[src/cal_pkg.sv]
package cal_pkg;

    localparam int DEPTH_DEF  = 64;
    localparam int DATA_W_DEF = 32;

    typedef enum logic [2:0] {
        MD_INS_BEFORE = 3'd0,
        MD_INS_AFTER  = 3'd1,
        MD_DELETE     = 3'd2,
        MD_PREV       = 3'd3,
        MD_NEXT       = 3'd4,
        MD_FIRST      = 3'd5,
        MD_LAST       = 3'd6,
        MD_READ       = 3'd7
    } mode_t;

    typedef enum logic [1:0] {
        ST_OK    = 2'd0,
        ST_EMPTY = 2'd1,
        ST_RANGE = 2'd2,
        ST_FULL  = 2'd3
    } status_t;

    typedef struct packed {
        logic load;
        logic exec;
    } cmd_t;

endpackage

[src/cal_ctrl.sv]
module cal_ctrl
    import cal_pkg::*;
(
    input  logic clk,
    input  logic rst_n,
    input  logic in_valid,
    output logic in_ready,
    output logic out_valid,
    input  logic out_ready,
    output cmd_t cmd
);

    typedef enum logic [1:0] {
        S_IDLE = 2'b01,
        S_EXEC = 2'b10
    } state_t;

    state_t state_reg;
    state_t state_next;
    logic   out_valid_reg;
    logic   out_valid_next;

    always_comb
    begin
        state_next     = state_reg;
        out_valid_next = out_valid_reg;
        cmd.load       = 1'b0;
        cmd.exec       = 1'b0;
        if (out_valid_reg && out_ready)
        begin
            out_valid_next = 1'b0;
        end
        case (state_reg)
            S_IDLE:
            begin
                if (in_valid)
                begin
                    cmd.load   = 1'b1;
                    state_next = S_EXEC;
                end
            end
            S_EXEC:
            begin
                if (!out_valid_reg || out_ready)
                begin
                    cmd.exec       = 1'b1;
                    out_valid_next = 1'b1;
                    state_next     = S_IDLE;
                end
            end
            default:
            begin
                state_next = S_IDLE;
            end
        endcase
    end

    always_ff @(posedge clk or negedge rst_n)
    begin
        if (!rst_n)
        begin
            state_reg     <= S_IDLE;
            out_valid_reg <= 1'b0;
        end
        else
        begin
            state_reg     <= state_next;
            out_valid_reg <= out_valid_next;
        end
    end

    assign in_ready  = (state_reg == S_IDLE);
    assign out_valid = out_valid_reg;

`ifndef ASSERT_OFF
    a_exec_in_exec: assert property (@(posedge clk) disable iff (!rst_n)
        cmd.exec |-> (state_reg == S_EXEC))
        else $error("exec issued outside exec state");
    a_accept_to_exec: assert property (@(posedge clk) disable iff (!rst_n)
        (in_valid && in_ready) |=> (state_reg == S_EXEC))
        else $error("accepted item not executed next");
    a_exec_gives_out: assert property (@(posedge clk) disable iff (!rst_n)
        cmd.exec |=> (out_valid_reg && state_reg == S_IDLE))
        else $error("executed item gives no result");
`endif

endmodule

[config.mk]
export PLATFORM = sky130hd
export DESIGN_NAME = cal_ctrl
export DESIGN_NICKNAME = d
export VERILOG_FILES = /design/src/cal_pkg.sv /design/src/cal_ctrl.sv
export SDC_FILE = /design/constraint.sdc
export NUM_CORES = 1
export LEC_CHECK = 0
export BUFFER_PORTS_ARGS = -buffer_cell sky130_fd_sc_hd__buf_2
export CAP_MARGIN = 20
export CORE_AREA = 2 2 39 41
export CTS_BUF_LIST = sky130_fd_sc_hd__clkbuf_8
export DETAILED_ROUTE_END_ITERATION = 7
export DIE_AREA = 0 0 41 43
export PLACE_DENSITY = 0.3
export SLEW_MARGIN = 20
export SYNTH_ARGS = -nofsm -noshare
export SYNTH_HDL_FRONTEND = slang
export SYNTH_SLANG_ARGS = --single-unit
[constraint.sdc]
create_clock -name clk -period 1.1 [get_ports clk]
set_input_delay 0.055 -clock clk [delete_from_list [all_inputs] [get_ports clk]]
set_output_delay 0.055 -clock clk [all_outputs]
set_load 0.005 [all_outputs]
### After elaboration in Yosys (flattened, before gate mapping)

Cells that the tools add are included.

* flip-flop bits (word level): 3
* latch bits: 0
* bits in writable memories: 0
* memory bits (read-only): 0
* output and inout port bits: 4
* word-level logic and storage cells: 20
* memories kept: 0

* add/sub/neg operators: 0
* multiply operators: 0
* divide/modulo/power cells: 0
* order comparisons: 0
* eq/ne operators: 4
* shifts and indexed selects: 0
* mux-type cells: 10
* bitwise logic cells: 0
* reduce and logical (&&, ||, !) cells: 4

Operators with widths (number)
* $mux 1: 7
* $mux 2: 2
* $ne 2x2->1 const B: 2
* $pmux 2 s2: 1
* $eq 2x1->1 const B: 1
* $eq 2x2->1 const B: 1
* $reduce_and 2->1: 1
* $logic_and 1x1->1: 1
* $logic_not 1->1: 1
* $logic_or 1x1->1: 1

### Logic depth before layout (Yosys ltp)

Gate-level depths: netlist of run 1.

* depth in word-level cells: 4
* gate-level depth with buffers: 2
* gate-level depth less buffers: 2

### Worst setup path after synthesis of run 1

OpenSTA, ideal clock, no wires.

* kind: register to register
* from: reg state_reg[0]
* to: reg state_reg[0]
* setup time: 77 ps
* data arrival time: 838 ps
* data required time: 1023 ps
* slack: 184 ps
* stages on the path, launching flop included: 3
* buffers on the path: 0
* period minus slack after synthesis: 916 ps
* cell sequence: dfstp_2 > and3b_1 > o21ba_1

* longest elaborated chain between the ends: 3
* elaborated cells on any way between the ends: 6
* classes of those cells: 4 x eq/ne; 1 x mux; 1 x reduce/logical

Ends and longest elaborated chain
* from (decl): RTL line cal_ctrl.sv:18 `state_t state_reg;`
* from (signal assigned): RTL line cal_ctrl.sv:67 `state_reg <= state_next;`
* $eq 2x2->1 or $eq 2x1->1 (tied branches): RTL line cal_ctrl.sv:33 `case (state_reg)`
* $ne 2x2->1 (no source line)
* $reduce_and 2->1 (no source line)

Several ways; a longest one is shown, not always the timed one.
A chain may end at the register's enable or synchronous reset.

==> metrics.cfg, run 1 <==
[status]
outcome = finished, final reports clean

[synth]
synth_top_family_by_area = simple AND/OR/NAND/NOR gates
yosysSeqAreaShare = 0.581
synthSimpleGateAreaFrac = 0.286
synth_cell_type_count = 8
synth_top_cell_by_area = dfrtp_1
synth_top_area_share = 0.381
synth-compound-area-share = 0.133
synth_fp_nets = 15
synth_xor_xnor_area_share = 0
synthAdderAreaFrac = 0
synth_seq_cells = 3
syn_inst = 11
ys_top_cells_by_area = dfrtp_1 38%, dfstp_2 20%, nand2b_1 9.5%
syn_area_um2 = 131
syn_area_per_cell_um2 = 11.9
synth_mux_area_frac = 0
yosysWarnings = 0

[drt]
initialDrtViolationCount = 2
drt-wirelength-per-cell_um = 7.66
via_count = 120
drt_drc_violations_left = 0
routed_via_density = 2.93
wirelength_um = 314
dr.pass1.iters = 2
ant_nets = 0

[timing]
rsz0062_at_grt = true
worstMarginPinSlew_ps = 139
maxSlewHeadroom = 0.908
slew_violations = 0
finalHoldViolCount = 0
setup_slack_ps = 8.58
period_needed_ps = 1090
finalCritPeriodShare = 0.992
fin_tns_setup_ps = 0
finalSetupViolCount = 0
fmax_mhz = 916
fin_worst_skew_ps = 0.607

[floorplanning]
die_height_um = 43
num_rows = 14
fp.dieW_um = 41
initial_utilization = 0.0949
coreArea_um2 = 1380
die_area_um2 = 1760
boundaryPins = 8

[critical_path]
end_kind = output port
start_kind = flop
timing.rr.end = state_reg[0]
path_class = flop to output port
slowest_delay_ps = 520
required_ps = 1040
crit_path_top_delay_cell = dfstp_2
critPathLaunch = state_reg[0]
cp_max_fo = 4
endpoint = cmd[0]
reg2reg_depth = 3
timing.rr.start = state_reg[0]
worstPathCellList = nand2b_4, nor2b_2, buf_2
ff2ff_setup_slack_ps = 90
crit_arrival_ps = 1040

[placed_design]
post-place-ws_ps = 169
place_congestion = 0.571
placed_area_um2 = 186
dp.cells = 34
port_buffers = 7

[finish]
fin_nets = 30
syn2layout_area_growth_pct = 103
drive_above_1_share = 0.600
layout.cells.non_filler = 41
layout_commonest_cell = buf_2
stdcell_area_um2 = 267
largest_reg_flops = 2
layout_common_cells = 7 x buf_2, 3 x clkbuf_8, 2 x dfrtp_1, 2 x buf_4
antenna_cells = 0
finish.utilization = 0.193

[grt]
grt_pass1_vias = 131
grt_pass1_wl_um = 579
antenna_found_initial = 0
gr-total-overflow = 0
track_usage = 0.0574
grt_start_max_net_pins = 5

[worst_hold_path]
hp-class = input pin to asynchronous set/reset pin

[power_and_ir_drop]
leakagePower_nw = 0.144
power.density_nw_per_um2 = 1950
power_frac_comb = 0.141
irDropWorstVdd_mv = 0.433
p_sw_mw = 0.107
seq_power_share = 0.266
switching_share = 0.206
pwr-share-clk = 0.592
internal-power_mw = 0.412

[clock_tree]
cts_buffer_depth = 2
h-tree-depth = 1
cts-buffers-inserted = 3
insertion_delay_ps = 210
cts_tree = yes
ctsRootBufferMaster = clkbuf_8
cts.sinks = 3
clk_pin_slew_worst_paths_ps = 30

[job]
maxCapViolCount = 0

## stage by stage
step / power, mW / hold slack (ps)
finish: 0.518 / 171
global route: 0.562 / 178
CTS: 0.530 / 162
detailed placement: 0.192 / -144
global placement: 0.191 / -149
floorplan: 0.165 / -241
## Yosys cell counts, drive strengths merged
cell,n
o21bai,1
o21ba,1
nand2,1
nor2b,2
and3b,1
nand2b,2
dfstp,1
dfrtp,2
## worst min-delay path by stage
stage / from / end
2_1_floorplan: rst_n / out_valid
3_3_place_gp: rst_n / out_valid
3_5_place_dp: rst_n / out_valid
4_1_cts: rst_n / state_reg[1]
5_1_grt: rst_n / state_reg[1]
6_report: rst_n / state_reg[1]
## per-layer routing
layer | global-route usage | part of all wire | wire length (um) | up-vias
li1 | - | - | - | 64
met1 | 0.0714 | 0.61 | 191 | 48
met2 | 0.0438 | 0.25 | 80 | 8
met3 | 0.0628 | 0.13 | 41 | 0
met4 | 0.0600 | 0 | 0 | 0
met5 | 0 | 0 | 0 | -
## cell type report
type / instances / area (um^2)
clock buffer: 3 / 41.3
clock inverter: 1 / 3.75
timing repair buffer: 10 / 60.1
tap: 16 / 20.0
sequential: 3 / 76.3
multi-input combinational: 8 / 65.1
fill: 158 / 1120
## what timing repair did
item	CTS	global route
pin swaps	1	1
hold endpoints to repair	3	0
endpoints found under the setup margin	2	2
hold buffers	1	0
buffers inserted	1	1
gates resized for setup	2	0
## power by group through the flow
stage                     logic [mW]  registers [mW]  clock network (mW)
after floorplan               0.0291           0.136                   0
after global placement        0.0553           0.136                   0
after detailed placement      0.0556           0.136                   0
after CTS                     0.0699           0.138               0.322
after global routing          0.0828           0.142               0.338
final                         0.0732           0.138               0.307
## worst max-delay path, delay by kind of cell (launching register included)
kind	cells	cell delay, ps
DFF	1	520
and+or+nand+nor	2	180
buffers and inverters	1	120
## kinds of logic after synthesis
family and count (synthesis):
flip-flops 3, AND/OR/NAND/NOR 6, AO/OA/AOI/OAI 2
Power figures use the tool's default switching activity.
==> run 2: changes to the inputs <==
Settings changed: ABC_AREA set to 1.
==> run 2 against run 1 <==
  * Sequential power is essentially flat
  * Clock skew increased by 2.4 ps
  * Design area up 4.7%
  * Power hardly changed
  * Area after synthesis increased by 11%
  * Hold slack got worse by 110 ps
  * Via count rose by 33%
  * First-iteration DRC count did not move
  * Critical path type unchanged
  * Critical endpoint unchanged
  * Largest power group unchanged
==> metrics.cfg, run 2 <==
[timing]
finalCritPeriodShare = 0.969
fmax_mhz = 938
finalHoldViolCount = 0
setup_slack_ps = 34.4
maxSlewHeadroom = 0.946
holdWs_ps = 65.7
slew_violations = 0
fin_worst_skew_ps = 3.03
rsz0062_at_grt = true
worstMarginPinSlew_ps = 80.9
finalSetupViolCount = 0
period_needed_ps = 1070

[drt]
dr.pass1.iters = 2
wirelength_um = 333
routed_via_density = 3.12
ant_nets = 0
drt_drc_violations_left = 0
drt-wirelength-per-cell_um = 6.53
initialDrtViolationCount = 2
via_count = 159

[grt]
grt_util_met1 = 0.0548
grtUsageMet3 = 0.0628
grt_pass1_vias = 170
grt_pass1_wl_um = 579
met2_usage = 0.0625
grt_start_max_net_pins = 5
track_usage = 0.0553
antenna_found_initial = 0
gr-total-overflow = 0
top_usage_layer = met3

[worst_hold_path]
hp-class = input pin to flop

[job]
maxCapViolCount = 0

[synth]
synthSimpleGateAreaFrac = 0.299
synthAdderAreaFrac = 0
yosysSeqAreaShare = 0.521
synth_top_area_share = 0.342
synthArstFlopShare = 1.00
syn_inst = 21
yosysWarnings = 0
synth_cell_type_count = 6
syn_area_um2 = 146
synth_mux_area_frac = 0
synth_top_cell_by_area = dfrtp_1
synth-compound-area-share = 0
ys_top_cells_by_area = dfrtp_1 34%, dfstp_2 18%, inv_1 18%
synth-edff-count = 0
synth_top_family_by_area = simple AND/OR/NAND/NOR gates
ys.flop_type = dfrtp_1
synth_common_cells = 7 x inv_1, 7 x nand2_1, 3 x nor2_1
syn_area_per_cell_um2 = 6.97
synth_seq_cells = 3
synth_xor_xnor_area_share = 0
synth_fp_nets = 25

[floorplanning]
fp.dieW_um = 41
initial_utilization = 0.106
die_height_um = 43
num_rows = 14
coreArea_um2 = 1380
boundaryPins = 8
die_area_um2 = 1760

[critical_path]
ff2ff_setup_slack_ps = 130
worstPathCellList = inv_1, nand2_2, nor2_1, buf_2
crit_buf_inv = 2
end_kind = output port
path_class = flop to output port
required_ps = 1040
crit_arrival_ps = 1010
slowest_delay_ps = 520
start_kind = flop
cp_max_fo = 4
crit_path_top_delay_cell = dfstp_2
path_delay_family = flip-flops

[placed_design]
post-place-ws_ps = 165
dp_hpwl_um = 267
place_congestion = 0.597
port_buffers = 7

[clock_tree]
ctsRootBufferMaster = clkbuf_8
h-tree-depth = 1
cts.sinks = 3
clk_pin_slew_worst_paths_ps = 30
cts_tree = yes
cts_buffer_depth = 2
cts-buffers-inserted = 3
insertion_delay_ps = 210

[finish]
drive_above_1_share = 0.486
multiInputGateArea_um2 = 51.3
antenna_cells = 0
largest_reg_flops = 2
layout_common_cells = 8 x inv_1, 7 x buf_2, 4 x nand2_1
fillers = 168
fin_nets = 40
seq_area_um2 = 76.3
layout_commonest_cell = inv_1
syn2layout_area_growth_pct = 90.6

[status]
outcome = finished, final reports clean

[power_and_ir_drop]
leakagePower_nw = 0.184
power.density_nw_per_um2 = 1860
irDropWorstVdd_mv = 0.621
p_total_mw = 0.519

run 2: cell families after synthesis:
| logic type | count (synthesis) |
|---|---|
| DFF | 3 |
| and+or+nand+nor | 11 |
| buffers and inverters | 7 |
run 2: final cells by class:
class / instances / share of cell area
flip-flops and latches: 3 / 0.274
clock buffers: 3 / 0.148
multi-input cells: 11 / 0.184
clock inverters: 1 / 0.0135
well taps: 16 / 0.0717
repair buffers: 10 / 0.215
inverters: 7 / 0.0942
run 2: per-stage QoR:
step	utilization	instance area [um^2]	TNS [ps]	std cells
floorplan	-	146	0	21
finish	0.202	279	0	51
global placement	0.146	201	0	44
global route	0.202	279	-26.5	51
CTS	0.200	277	0	51
detailed placement	0.146	201	0	44
run 2: report_power, final:
group | switching (mW) | total (mW) | internal [mW] | leakage, nW
Combinational | 0.0382 | 0.0789 | 0.0406 | 0.121
Clock | 0.0668 | 0.304 | 0.237 | 0.0269
Sequential | 0.00833 | 0.136 | 0.128 | 0.0367
Total | 0.113 | 0.519 | 0.405 | 0.184
run 2: worst reg2reg max path, stage by stage, from the launching register on:
cell	delay [ps]
dfstp_2	520
nand2_2	60
nor2_2	90
buf_4	110
buf_4	90
nor2_1	30
run 2: path summary, 6_finish.rpt:
check                              from      endpoint  cells past startpoint
setup / recovery           state_reg[0]        cmd[0]                      4
hold / removal                 in_valid  state_reg[1]                      3
setup reg to reg           state_reg[0]  state_reg[0]                      5
hold reg to reg               out_valid     out_valid                      2
max in group asynchronous         rst_n  state_reg[0]                      2
min in group asynchronous         rst_n     out_valid                      2
run 2: per-layer routing:
metal	vias to the layer above	part of all wire
li1	84	-
met2	9	0.36
met4	0	0.018
met1	64	0.43
met5	-	0
met3	2	0.18
run 2: timing repair:
item | in CTS | in global routing
pin swaps | 2 | 2
resized for setup | 2 | 1
setup endpoints to repair | 2 | 2
hold buffers | 1 | 0
setup buffers | 2 | 0
endpoints found under the hold margin | 3 | 0
